File: config.mk
export PLATFORM = sky130hd
export DESIGN_NAME = pid_controller_clamped_top_flat
export DESIGN_NICKNAME = d
export VERILOG_FILES = /design/src/rtl/pidc_pkg.sv /design/src/rtl/pidc_stream_if.sv /design/src/rtl/pidc_cfg_regs.sv /design/src/rtl/pidc_state_stage.sv /design/src/rtl/pidc_mac_pipe.sv /design/src/rtl/pid_controller_clamped_top.sv /design/src/flat_wrapper.sv
export SDC_FILE = /design/constraint.sdc
export NUM_CORES = 2
export LEC_CHECK = 0
export BUFFER_PORTS_ARGS = -buffer_cell sky130_fd_sc_hd__buf_2
export CORE_MARGIN = 2
export CORE_UTILIZATION = 60
export CTS_BUF_LIST = sky130_fd_sc_hd__clkbuf_4 sky130_fd_sc_hd__clkbuf_8 sky130_fd_sc_hd__clkbuf_16
export CTS_CLUSTER_DIAMETER = 200
export CTS_CLUSTER_SIZE = 30
export DETAILED_ROUTE_END_ITERATION = 12
export PLACE_DENSITY = 0.84
export REMOVE_ABC_BUFFERS = 1
export SLEW_MARGIN = 20
export SYNTH_ARGS = -nofsm -noshare
export SYNTH_HDL_FRONTEND = slang
export SYNTH_SLANG_ARGS = --single-unit
export TNS_END_PERCENT = 20
File: constraint.sdc
create_clock -name clk -period 19.2 [get_ports clk]
set_input_delay 1.92 -clock clk [delete_from_list [all_inputs] [get_ports clk]]
set_output_delay 1.92 -clock clk [all_outputs]
set_load 0.02 [all_outputs]
File: src/rtl/pidc_pkg.sv
// ----------------------------------------------------------------------------
// pidc_pkg
// shared constants, register codes and clamp helper for the pid controller
// ----------------------------------------------------------------------------
package pidc_pkg;

    localparam int DEF_SAMPLE_WIDTH   = 16;
    localparam int DEF_GAIN_FRAC_BITS = 8;
    localparam int GAIN_BITS          = 16;
    localparam int CFG_IDX_W          = 3;

    // configuration register indexes
    typedef enum logic [CFG_IDX_W-1:0] {
        REG_GAIN_PROP   = 3'd0,
        REG_GAIN_INTEG  = 3'd1,
        REG_GAIN_DERIV  = 3'd2,
        REG_OUT_HIGH    = 3'd3,
        REG_OUT_LOW     = 3'd4,
        REG_INIT_PROC   = 3'd5
    } pidc_reg_t;

    // upper limit tested first: with inverted limits, values above it resolve to it, all others to the lower one
    function automatic logic signed [63:0] clamp_s64(
        input logic signed [63:0] v,
        input logic signed [63:0] hi,
        input logic signed [63:0] lo
    );
        logic signed [63:0] r;
        priority if (v > hi)
            r = hi;
        else if (v < lo)
            r = lo;
        else
            r = v;
        return r;
    endfunction

endpackage

File: src/rtl/pidc_stream_if.sv
// ----------------------------------------------------------------------------
// pidc stream interfaces
// valid/ready channels for sample requests and drive results
// ----------------------------------------------------------------------------
interface pidc_in_if #(
    parameter int SAMPLE_WIDTH = pidc_pkg::DEF_SAMPLE_WIDTH
);
    logic                           valid;
    logic                           ready;
    logic signed [SAMPLE_WIDTH-1:0] target;
    logic signed [SAMPLE_WIDTH-1:0] measured;

    modport source (output valid, output target, output measured, input ready);
    modport sink   (input valid, input target, input measured, output ready);
endinterface

interface pidc_out_if #(
    parameter int SAMPLE_WIDTH = pidc_pkg::DEF_SAMPLE_WIDTH
);
    logic                           valid;
    logic                           ready;
    logic signed [SAMPLE_WIDTH-1:0] drive;

    modport source (output valid, output drive, input ready);
    modport sink   (input valid, input drive, output ready);
endinterface

File: src/rtl/pidc_cfg_regs.sv
// ----------------------------------------------------------------------------
// pidc_cfg_regs
// gain, limit and initial process registers with write decode
// ----------------------------------------------------------------------------
module pidc_cfg_regs #(
    parameter int SAMPLE_WIDTH = pidc_pkg::DEF_SAMPLE_WIDTH,
    parameter int CFG_W        = pidc_pkg::GAIN_BITS
) (
    input  logic                                  clk,
    input  logic                                  rst_n,
    input  logic                                  cfg_we,
    input  logic [pidc_pkg::CFG_IDX_W-1:0]        cfg_index,
    input  logic [CFG_W-1:0]                      cfg_data,
    output logic signed [pidc_pkg::GAIN_BITS-1:0] gain_prop,
    output logic signed [pidc_pkg::GAIN_BITS-1:0] gain_integ,
    output logic signed [pidc_pkg::GAIN_BITS-1:0] gain_deriv,
    output logic signed [SAMPLE_WIDTH-1:0]        out_high,
    output logic signed [SAMPLE_WIDTH-1:0]        out_low,
    output logic                                  reinit,
    output logic signed [SAMPLE_WIDTH-1:0]        reinit_value
);
    import pidc_pkg::*;

    localparam logic signed [SAMPLE_WIDTH-1:0] HIGH_RST =
        SAMPLE_WIDTH'(1) << (SAMPLE_WIDTH - 2);

    logic signed [GAIN_BITS-1:0]    gain_prop_reg;
    logic signed [GAIN_BITS-1:0]    gain_integ_reg;
    logic signed [GAIN_BITS-1:0]    gain_deriv_reg;
    logic signed [SAMPLE_WIDTH-1:0] out_high_reg;
    logic signed [SAMPLE_WIDTH-1:0] out_low_reg;
    logic                           reinit_next;

    always_comb
    begin
        reinit_next = 1'b0;
        if (cfg_we && (pidc_reg_t'(cfg_index) == REG_INIT_PROC))
        begin
            reinit_next = 1'b1;
        end
    end

    always_ff @(posedge clk or negedge rst_n)
    begin
        if (!rst_n)
        begin
            gain_prop_reg  <= '0;
            gain_integ_reg <= '0;
            gain_deriv_reg <= '0;
            out_high_reg   <= HIGH_RST;
            out_low_reg    <= -HIGH_RST;
        end
        else if (cfg_we)
        begin
            unique case (pidc_reg_t'(cfg_index))
                REG_GAIN_PROP:  gain_prop_reg  <= cfg_data[GAIN_BITS-1:0];
                REG_GAIN_INTEG: gain_integ_reg <= cfg_data[GAIN_BITS-1:0];
                REG_GAIN_DERIV: gain_deriv_reg <= cfg_data[GAIN_BITS-1:0];
                REG_OUT_HIGH:   out_high_reg   <= cfg_data[SAMPLE_WIDTH-1:0];
                REG_OUT_LOW:    out_low_reg    <= cfg_data[SAMPLE_WIDTH-1:0];
                default:        ;
            endcase
        end
    end

    assign gain_prop    = gain_prop_reg;
    assign gain_integ   = gain_integ_reg;
    assign gain_deriv   = gain_deriv_reg;
    assign out_high     = out_high_reg;
    assign out_low      = out_low_reg;
    assign reinit       = reinit_next;
    assign reinit_value = cfg_data[SAMPLE_WIDTH-1:0];

endmodule

File: src/rtl/pidc_state_stage.sv
// ----------------------------------------------------------------------------
// pidc_state_stage
// error, clamped integrator and process change; holds the loop state
// ----------------------------------------------------------------------------
module pidc_state_stage #(
    parameter int SAMPLE_WIDTH = pidc_pkg::DEF_SAMPLE_WIDTH
) (
    input  logic                           clk,
    input  logic                           rst_n,
    input  logic                           accept,
    input  logic signed [SAMPLE_WIDTH-1:0] target,
    input  logic signed [SAMPLE_WIDTH-1:0] measured,
    input  logic signed [SAMPLE_WIDTH-1:0] out_high,
    input  logic signed [SAMPLE_WIDTH-1:0] out_low,
    input  logic                           reinit,
    input  logic signed [SAMPLE_WIDTH-1:0] reinit_value,
    output logic signed [SAMPLE_WIDTH:0]   err,
    output logic signed [SAMPLE_WIDTH-1:0] integ,
    output logic signed [SAMPLE_WIDTH:0]   delta
);
    import pidc_pkg::*;

    logic signed [SAMPLE_WIDTH-1:0] integ_sum_reg;
    logic signed [SAMPLE_WIDTH-1:0] integ_sum_next;
    logic signed [SAMPLE_WIDTH-1:0] prev_meas_reg;
    logic signed [SAMPLE_WIDTH:0]   err_next;
    logic signed [SAMPLE_WIDTH:0]   delta_next;
    logic signed [SAMPLE_WIDTH+1:0] integ_raw;
    logic signed [SAMPLE_WIDTH:0]   err_reg;
    logic signed [SAMPLE_WIDTH-1:0] integ_reg;
    logic signed [SAMPLE_WIDTH:0]   delta_reg;

    always_comb
    begin
        err_next       = (SAMPLE_WIDTH+1)'(target) - (SAMPLE_WIDTH+1)'(measured);
        delta_next     = (SAMPLE_WIDTH+1)'(measured) - (SAMPLE_WIDTH+1)'(prev_meas_reg);
        integ_raw      = (SAMPLE_WIDTH+2)'(integ_sum_reg) + (SAMPLE_WIDTH+2)'(err_next);
        integ_sum_next = SAMPLE_WIDTH'(clamp_s64(64'(integ_raw), 64'(out_high),
                                                 64'(out_low)));
    end

    // loop state: reset to zero; a reinit write clears the integrator and loads the written process value
    always_ff @(posedge clk or negedge rst_n)
    begin
        if (!rst_n)
        begin
            integ_sum_reg <= '0;
            prev_meas_reg <= '0;
        end
        else if (reinit)
        begin
            integ_sum_reg <= '0;
            prev_meas_reg <= reinit_value;
        end
        else if (accept)
        begin
            integ_sum_reg <= integ_sum_next;
            prev_meas_reg <= measured;
        end
    end

    always_ff @(posedge clk)
    begin
        if (accept)
        begin
            err_reg   <= err_next;
            integ_reg <= integ_sum_next;
            delta_reg <= delta_next;
        end
    end

    assign err   = err_reg;
    assign integ = integ_reg;
    assign delta = delta_reg;

endmodule

File: src/rtl/pidc_mac_pipe.sv
// ----------------------------------------------------------------------------
// pidc_mac_pipe
// gain products, sum, scale and output clamp with valid/ready stage control
// ----------------------------------------------------------------------------
module pidc_mac_pipe #(
    parameter int SAMPLE_WIDTH   = pidc_pkg::DEF_SAMPLE_WIDTH,
    parameter int GAIN_FRAC_BITS = pidc_pkg::DEF_GAIN_FRAC_BITS
) (
    input  logic                                  clk,
    input  logic                                  rst_n,
    input  logic                                  accept,
    output logic                                  in_ready,
    input  logic signed [SAMPLE_WIDTH:0]          err,
    input  logic signed [SAMPLE_WIDTH-1:0]        integ,
    input  logic signed [SAMPLE_WIDTH:0]          delta,
    input  logic signed [pidc_pkg::GAIN_BITS-1:0] gain_prop,
    input  logic signed [pidc_pkg::GAIN_BITS-1:0] gain_integ,
    input  logic signed [pidc_pkg::GAIN_BITS-1:0] gain_deriv,
    input  logic signed [SAMPLE_WIDTH-1:0]        out_high,
    input  logic signed [SAMPLE_WIDTH-1:0]        out_low,
    output logic                                  out_valid,
    input  logic                                  out_ready,
    output logic signed [SAMPLE_WIDTH-1:0]        drive
);
    import pidc_pkg::*;

    localparam int PROD_W = SAMPLE_WIDTH + GAIN_BITS + 1;
    localparam int SUM_W  = PROD_W + 2;

    logic                           s1_valid_reg;
    logic                           s2_valid_reg;
    logic                           s1_ready;
    logic                           s2_ready;
    logic                           s2_load;
    logic signed [PROD_W-1:0]       prod_p;
    logic signed [PROD_W-1:0]       prod_i;
    logic signed [PROD_W-1:0]       prod_d;
    logic signed [SUM_W-1:0]        sum;
    logic signed [SUM_W-1:0]        scaled;
    logic signed [SAMPLE_WIDTH-1:0] drive_next;
    logic signed [SAMPLE_WIDTH-1:0] drive_reg;

    assign s2_ready = !s2_valid_reg || out_ready;
    assign s1_ready = !s1_valid_reg || s2_ready;
    assign s2_load  = s1_valid_reg && s2_ready;

    always_comb
    begin
        prod_p     = PROD_W'(err) * PROD_W'(gain_prop);
        prod_i     = PROD_W'(integ) * PROD_W'(gain_integ);
        prod_d     = PROD_W'(delta) * PROD_W'(gain_deriv);
        sum        = SUM_W'(prod_p) + SUM_W'(prod_i) + SUM_W'(prod_d);
        scaled     = sum >>> GAIN_FRAC_BITS;
        drive_next = SAMPLE_WIDTH'(clamp_s64(64'(scaled), 64'(out_high), 64'(out_low)));
    end

    always_ff @(posedge clk or negedge rst_n)
    begin
        if (!rst_n)
        begin
            s1_valid_reg <= 1'b0;
            s2_valid_reg <= 1'b0;
        end
        else
        begin
            if (s1_ready)
                s1_valid_reg <= accept;
            if (s2_ready)
                s2_valid_reg <= s1_valid_reg;
        end
    end

    always_ff @(posedge clk)
    begin
        if (s2_load)
        begin
            drive_reg <= drive_next;
        end
    end

    assign in_ready  = s1_ready;
    assign out_valid = s2_valid_reg;
    assign drive     = drive_reg;

endmodule

File: src/rtl/pid_controller_clamped_top.sv
// ----------------------------------------------------------------------------
// pid_controller_clamped_top
// fixed-point pid controller, derivative on measurement, clamped integrator
// ----------------------------------------------------------------------------
//  channel   | dir | payload                       | handshake
//  ----------+-----+-------------------------------+--------------------------
//  in_ch     | in  | target, measured (signed)     | valid/ready
//  out_ch    | out | drive (signed, clamped)       | valid/ready
//  cfg port  | in  | cfg_index, cfg_data           | cfg_we, no wait
//
//  one request accepted per cycle while in_ch.ready is high; drive passes the
//  input register of error, integrator and process change, then the
//  product/sum/clamp result register
//  the integrator and previous sample update at acceptance, so the loop state
//  recurrence closes within the state stage
//  reset clears the integrator, loads zero into the previous sample and sets
//  the limits to +1.0/-1.0
//  a stalled output holds both stages; in_ch.ready drops only once both
//  stages are full and out_ch.ready is low
// ----------------------------------------------------------------------------
module pid_controller_clamped_top #(
    parameter int SAMPLE_WIDTH   = pidc_pkg::DEF_SAMPLE_WIDTH,
    parameter int GAIN_FRAC_BITS = pidc_pkg::DEF_GAIN_FRAC_BITS,
    parameter int CFG_W          = (SAMPLE_WIDTH > pidc_pkg::GAIN_BITS) ?
                                   SAMPLE_WIDTH : pidc_pkg::GAIN_BITS
) (
    input  logic                           clk,
    input  logic                           rst_n,
    pidc_in_if.sink                        in_ch,
    pidc_out_if.source                     out_ch,
    input  logic                           cfg_we,
    input  logic [pidc_pkg::CFG_IDX_W-1:0] cfg_index,
    input  logic [CFG_W-1:0]               cfg_data
);
    import pidc_pkg::*;

    // configuration values
    logic signed [GAIN_BITS-1:0]    gain_prop;
    logic signed [GAIN_BITS-1:0]    gain_integ;
    logic signed [GAIN_BITS-1:0]    gain_deriv;
    logic signed [SAMPLE_WIDTH-1:0] out_high;
    logic signed [SAMPLE_WIDTH-1:0] out_low;
    logic                           reinit;
    logic signed [SAMPLE_WIDTH-1:0] reinit_value;

    // first stage results
    logic signed [SAMPLE_WIDTH:0]   err;
    logic signed [SAMPLE_WIDTH-1:0] integ;
    logic signed [SAMPLE_WIDTH:0]   delta;

    logic                           in_ready;
    logic                           accept;

    assign accept      = in_ch.valid && in_ready;
    assign in_ch.ready = in_ready;

    pidc_cfg_regs #(
        .SAMPLE_WIDTH (SAMPLE_WIDTH),
        .CFG_W        (CFG_W)
    ) u_cfg (
        .clk          (clk),
        .rst_n        (rst_n),
        .cfg_we       (cfg_we),
        .cfg_index    (cfg_index),
        .cfg_data     (cfg_data),
        .gain_prop    (gain_prop),
        .gain_integ   (gain_integ),
        .gain_deriv   (gain_deriv),
        .out_high     (out_high),
        .out_low      (out_low),
        .reinit       (reinit),
        .reinit_value (reinit_value)
    );

    // error, integrator clamp and process change; owns the loop state
    pidc_state_stage #(
        .SAMPLE_WIDTH (SAMPLE_WIDTH)
    ) u_state (
        .clk          (clk),
        .rst_n        (rst_n),
        .accept       (accept),
        .target       (in_ch.target),
        .measured     (in_ch.measured),
        .out_high     (out_high),
        .out_low      (out_low),
        .reinit       (reinit),
        .reinit_value (reinit_value),
        .err          (err),
        .integ        (integ),
        .delta        (delta)
    );

    // three gain products, then sum, scale by the gain fraction and clamp
    pidc_mac_pipe #(
        .SAMPLE_WIDTH   (SAMPLE_WIDTH),
        .GAIN_FRAC_BITS (GAIN_FRAC_BITS)
    ) u_mac (
        .clk        (clk),
        .rst_n      (rst_n),
        .accept     (accept),
        .in_ready   (in_ready),
        .err        (err),
        .integ      (integ),
        .delta      (delta),
        .gain_prop  (gain_prop),
        .gain_integ (gain_integ),
        .gain_deriv (gain_deriv),
        .out_high   (out_high),
        .out_low    (out_low),
        .out_valid  (out_ch.valid),
        .out_ready  (out_ch.ready),
        .drive      (out_ch.drive)
    );

endmodule

File: src/flat_wrapper.sv
// flat-port wrapper written by rule: the top's interface ports become plain ports
module pid_controller_clamped_top_flat import pidc_pkg::*;
#(
    parameter int SAMPLE_WIDTH   = pidc_pkg::DEF_SAMPLE_WIDTH,
    parameter int GAIN_FRAC_BITS = pidc_pkg::DEF_GAIN_FRAC_BITS,
    parameter int CFG_W          = (SAMPLE_WIDTH > pidc_pkg::GAIN_BITS) ?
                                   SAMPLE_WIDTH : pidc_pkg::GAIN_BITS
)
  (clk, rst_n, cfg_we, cfg_index, cfg_data, in_ch_valid, in_ch_target, in_ch_measured, in_ch_ready, out_ch_valid, out_ch_drive, out_ch_ready);
  pidc_in_if #(.SAMPLE_WIDTH(SAMPLE_WIDTH)) in_ch_i ();
  pidc_out_if #(.SAMPLE_WIDTH(SAMPLE_WIDTH)) out_ch_i ();
  input  logic clk;
  input  logic rst_n;
  input  logic cfg_we;
  input  logic [pidc_pkg::CFG_IDX_W-1:0] cfg_index;
  input  logic [CFG_W-1:0] cfg_data;
  input wire logic [$bits(in_ch_i.valid)-1:0] in_ch_valid;
  input wire logic [$bits(in_ch_i.target)-1:0] in_ch_target;
  input wire logic [$bits(in_ch_i.measured)-1:0] in_ch_measured;
  output wire logic [$bits(in_ch_i.ready)-1:0] in_ch_ready;
  output wire logic [$bits(out_ch_i.valid)-1:0] out_ch_valid;
  output wire logic [$bits(out_ch_i.drive)-1:0] out_ch_drive;
  input wire logic [$bits(out_ch_i.ready)-1:0] out_ch_ready;
  assign in_ch_i.valid = in_ch_valid;
  assign in_ch_i.target = in_ch_target;
  assign in_ch_i.measured = in_ch_measured;
  assign in_ch_ready = in_ch_i.ready;
  assign out_ch_valid = out_ch_i.valid;
  assign out_ch_drive = out_ch_i.drive;
  assign out_ch_i.ready = out_ch_ready;
  pid_controller_clamped_top #(.SAMPLE_WIDTH(SAMPLE_WIDTH), .GAIN_FRAC_BITS(GAIN_FRAC_BITS), .CFG_W(CFG_W)) u_core (.clk(clk), .rst_n(rst_n), .in_ch(in_ch_i), .out_ch(out_ch_i), .cfg_we(cfg_we), .cfg_index(cfg_index), .cfg_data(cfg_data));
endmodule
# == After elaboration in Yosys (flattened, before gate mapping) ==
# Index checks and enable logic that the tools add are counted.
# classes
n_shift,0
mul,3
n_reduce_logical,14
bitwise,0
addsub,5
n_mux,9
n_lt_le_gt_ge,4
div_mod_pow,0
eq_ne,5
# ops
op,count
two-way mux 16 bit,8
multiplier 17 x 16 -> 33 bit,2
adder 34 x 33 -> 35 bit,1
adder 33 x 32 -> 34 bit,1
subtractor 16 x 16 -> 17 bit,2
multiplier 16 x 16 -> 32 bit,1
greater-than comparator 27 x 16 -> 1 bit,1
less-than comparator 27 x 16 -> 1 bit,1
adder 16 x 17 -> 18 bit,1
greater-than comparator 18 x 16 -> 1 bit,1
less-than comparator 18 x 16 -> 1 bit,1
AND reduction 2 bit,5
"equality test 3 x 2 -> 1 bit, second input constant",2
"equality test 3 bit, second input constant",2
"equality test 3 x 1 -> 1 bit, second input constant",1
logical AND 1 bit,3
zero test 3 bit,1
zero test 1 bit,2
logical OR 1 bit,2
nonzero test 2 bit,1
two-way mux 1 bit,1
# totals
reg_bits,180
mem_count,0
mem_bits_ro,0
wordCells,53
latchBits,0
inputBits,56
ramBits,0

# == Logic depth before layout (Yosys ltp) ==
# depth
depth_word,7
mapped_depth,41

# == Hierarchy ==
# A second synthesis with hierarchy kept.
# unflattened
cells_unflattened,4439
hier_area_um2,43501.7
# by_module_without_submodules
module,instances,cells_per_inst,seq_area_each_um2,area_each_um2
pidc_mac_pipe,1,3565,530.5,33758.6
pidc_state_stage,1,683,2302.2,6413.7
pidc_cfg_regs,1,190,2005.7,3323.2
pid_controller_clamped_top,1,1,0.0,6.3

# == Worst setup path before layout ==
# OpenSTA, ideal clock, no wires.
# synth_path
path_type,register to register
from,"register u_core.u_state.delta_reg[16], in the netlist u_core.u_state.delta[16]"
to,"register u_core.u_mac.drive_reg[0], in the netlist u_core.u_mac.drive[0], data pin"
n_path_buf,2
stages_incl_launch_ff,36
setup_ps,260
arrival_ps,9350
setup_slack_ps,9590
required_ps,18940
path_cell_list,edfxtp_1 -> clkbuf_1 -> nand2_1 -> inv_1 -> fa_1 -> inv_1 -> fa_1 -> inv_1 -> fa_1 -> fa_1 -> fa_1 -> fa_1 -> fa_1 -> fa_1 -> inv_1 -> fa_1 -> inv_1 -> ha_1 -> nand2_1 -> nor4_2 -> a221oi_1 -> o21ai_0 -> a2111oi_4 -> o31ai_2 -> a21oi_2 -> xnor2_1 -> ha_1 -> and3_1 -> o211ai_1 -> o211ai_1 -> a21oi_1 -> nand3b_1 -> o22a_1 -> buf_6 -> mux2i_1 -> mux2_2
# synth_between
elab_chain_len,5
elab_cells_between_ends,6
classes_between,add/sub (1); mul (1); order compare (2); mux (2)
# synth_lines
item,line_no,source
"start, declared",pidc_state_stage.sv:31,logic signed [SAMPLE_WIDTH:0] delta_reg;
"start signal, assigned",pidc_state_stage.sv:68,delta_reg <= delta_next;
multiplier 17 x 16 -> 33 bit *,pidc_mac_pipe.sv:51,prod_d = PROD_W'(delta) * PROD_W'(gain_deriv);
adder 34 x 33 -> 35 bit *,pidc_mac_pipe.sv:52,sum = SUM_W'(prod_p) + SUM_W'(prod_i) + SUM_W'(prod_d);
less-than comparator 27 x 16 -> 1 bit,pidc_pkg.sv:31,else if (v < lo)
two-way mux 16 bit,pidc_pkg.sv:31,
two-way mux 16 bit *,pidc_pkg.sv:29,priority if (v > hi)
net u_core.u_mac.drive_next[0],pidc_mac_pipe.sv:40,logic signed [SAMPLE_WIDTH-1:0] drive_next;
"end signal, assigned",pidc_mac_pipe.sv:77,drive_reg <= drive_next;
"end, declared",pidc_mac_pipe.sv:41,logic signed [SAMPLE_WIDTH-1:0] drive_reg;
# Mark *: on every way through the listed nets, which the timed path passes. The rest lies on a longest branch.
# A chain may end at the register's enable or synchronous reset.

# == Final worst setup path ==
# layout_path
from,"register u_core.u_state.integ_reg[15], in the netlist u_core.u_state.integ[15]"
to,"register u_core.u_mac.drive_reg[0], in the netlist u_core.u_mac.drive[0], data pin"
# layout_between
elab_chain_len,6
elab_cells_between_ends,7
classes_between,add/sub (2); mul (1); order compare (2); mux (2)
# layout_lines
item,line_no,source
"start, declared",pidc_state_stage.sv:30,logic signed [SAMPLE_WIDTH-1:0] integ_reg;
"start signal, assigned",pidc_state_stage.sv:67,integ_reg <= integ_sum_next;
multiplier 16 x 16 -> 32 bit *,pidc_mac_pipe.sv:50,prod_i = PROD_W'(integ) * PROD_W'(gain_integ);
adder 33 x 32 -> 34 bit *,pidc_mac_pipe.sv:52,
adder 34 x 33 -> 35 bit *,pidc_mac_pipe.sv:52,
less-than comparator 27 x 16 -> 1 bit,pidc_pkg.sv:31,
two-way mux 16 bit,pidc_pkg.sv:31,
two-way mux 16 bit *,pidc_pkg.sv:29,
net u_core.u_mac.drive_next[0],pidc_mac_pipe.sv:40,
# Marked as above.

==> impl_results.md <==
- Critical path arrival: 12,040 ps
- Total GRT Usage: 31.6%
- Layout Skew: 15.8 ps
- Primary FF master, synth: dfrtp_1
- Hpwl dp: 91,700 um
- Fin util: 63.4%
- Postcts setup bufs: 0
- Ys async rst share: 63.3%
- Startpoint Class: flip-flop
- CTS root buf: clkbuf_16
- Area growth syn-to-layout: 4.37%
- CP Capture Type: flip-flop
- Avg Cell Area, Syn: 9.82 um2
- Most frequent cells in the layout: inv_1, fa_1, nand2_1, and2_1, ha_1
- Sequential-to-total area share from yosys stat: 11.3%
- Synthesized instance count: 4,350
- Largest net degree at the start of global routing: 71
- DRC Markers: 0
- RSZ-0062 raised after global routing: false
- Final Critical Period: 11,830 ps
- Slew headroom: 25.8%
- Worst-Margin Slew: 1100 ps
- Grt ovf: 0
- Antenna violations before repair: 0
- Chip width: 271 um
- Share of layout cells above drive strength 1: 5.34%
- Critical path buffer and inverter count: 6
- Post-synth EDFFs: 66
- Commonest non-fill, non-tap cell in the layout: inv_1
- # IOs: 74
- Crit path max-delay family: adder cells
- Total Wirelength: 110,000 um
- DR vias/cell: 5.73
- Status: completed
- DRT Pass-1 Iters: 6
- DR vias: 30,300
- Slew Limit Fails: 0
- Die area: 0.0733 mm2
- DRT antenna net count: 0
- Chip height: 271 um
- Critical path fanouts, max: 16
- Register bit count reported by yosys: 180
- Hold Crit Class: reg2reg
- PortBufs: 73
- Num rows: 97
- Routed WL per cell: 20.8 um
- CTS resizes: 0
- CP Data Required Time: 19,410 ps
- Routability cong.: 0.984
- CTS tree: built
- Worst-path clk slew: 90 ps
- Max Fclk: 84.5 MHz
- Synthesized area: 0.0427 mm2
- # hold bufs at CTS: 0
- Setup TNS: 0 ps
- Slowest-stage cell, CP: o22a_1
- Number of clock buffers inserted by TritonCTS: 17
- Nets: 5,698
- Initial DRC Count: 2,345
- Setup CP Type: reg2reg
- Clk Latency, worst-skew pair: 450 ps
- Period utilisation layout: 61.6%
- CP most frequent cell: fa_1
- Clk sinks: 180
- YS warnings: 0
- Max clock buf depth: 2
- CORE AREA: 0.0703 mm2
- Synth unique cells: 74
- Vias in the first global route: 33,600
- First-pass GRT wire length: 180,000 um
- Hold Vio Cnt, Final: 0
- Max Cap Viol: 0
- Slowest cell delay on critical path: 920 ps
- Starting Density: 60.8%
- H-tree level count: 4
- Final setup fails: 0
==> stage by stage <==
step | worst slack, ps | hold WS, ps | instance area (um2) | cells
after floorplan | 9360 | 449 | 42200 | 4218
after global placement | 7770 | 458 | 43900 | 5255
after detailed placement | 7490 | 481 | 43900 | 5255
after CTS | 7470 | 501 | 44500 | 5287
after global routing | 6820 | 523 | 44600 | 5288
final | 7370 | 500 | 44600 | 5289
==> cells in the mapped netlist, types with 28 or more instances <==
cell type	n	area share [%]
a21oi_1	70	0.82
mux2i_1	45	1.1
o21ai_0	49	0.57
inv_1	1150	10
and2_1	413	6.1
fa_1	970	45
clkbuf_1	120	1.1
xnor2_1	60	1.2
nor2b_1	34	0.50
nor2_1	90	0.79
a21o_1	29	0.51
dfrtp_1	111	6.5
ha_1	337	9.9
mux2_2	65	1.7
nand2_1	447	3.9
nor3_1	28	0.33
edfxtp_1	66	4.6
==> logic make-up (layout without fill, tap and decap cells) <==
group / count (synthesis) / count (layout) / share of synthesized area, %
xor+xnor: 78 / 78 / 1.60
flops: 180 / 180 / 11.3
fa+ha+maj: 1307 / 1307 / 55.4
compound gates: 284 / 284 / 4.53
other cells: 0 / 1 / 0
simple gates: 1108 / 1108 / 13.0
mux: 110 / 110 / 2.77
buf+inv: 1283 / 1281 / 11.4
==> final cells by class <==
cell class	instances	area (um2)
timing repair buffer	98	559
sequential	180	4840
clock buffer	17	425
antenna	1	2.50
multi-input combinational	2887	33000
tap	940	1180
inverter	1151	4320
fill	5357	25700
clock inverter	15	213
==> worst register-to-register path: cells and delay by family (launching register included) <==
kind	cells	cell delay, ps
flip-flops	1	800
buffers and inverters	6	710
AO/OA/AOI/OAI	7	2220
adder cells (fa/ha/maj)	11	5060
XOR/XNOR	1	190
AND/OR/NAND/NOR	7	2090
multiplexers	2	540
==> final timing paths <==
check / startpoint / end / slack (ps) / depth (start not counted)
min reg2reg: u_core.u_mac.s1_valid_reg / u_core.u_mac.out_valid / 500 / 1
max in group asynchronous: rst_n / u_core.u_cfg.out_low[12] / 16270 / 2
max: u_core.u_state.integ[15] / u_core.u_mac.drive[0] / 7370 / 34
max reg2reg: u_core.u_state.integ[15] / u_core.u_mac.drive[0] / 7370 / 34
min in group asynchronous: rst_n / u_core.u_mac.out_valid / 1500 / 1
min: u_core.u_mac.s1_valid_reg / u_core.u_mac.out_valid / 500 / 1
==> metal layers <==
layer	GRT usage (%)	vias to the layer above	routed length, um
li1	-	12800	-
met5	0	-	0
met1	40.9	15600	41100
met2	51.7	1512	52300
met4	14.1	0	5460
met3	6.69	352	10900
Power is left out: the tool's default activity adds up to more than one toggle a clock period on the data nets, which glitch-free logic cannot reach.
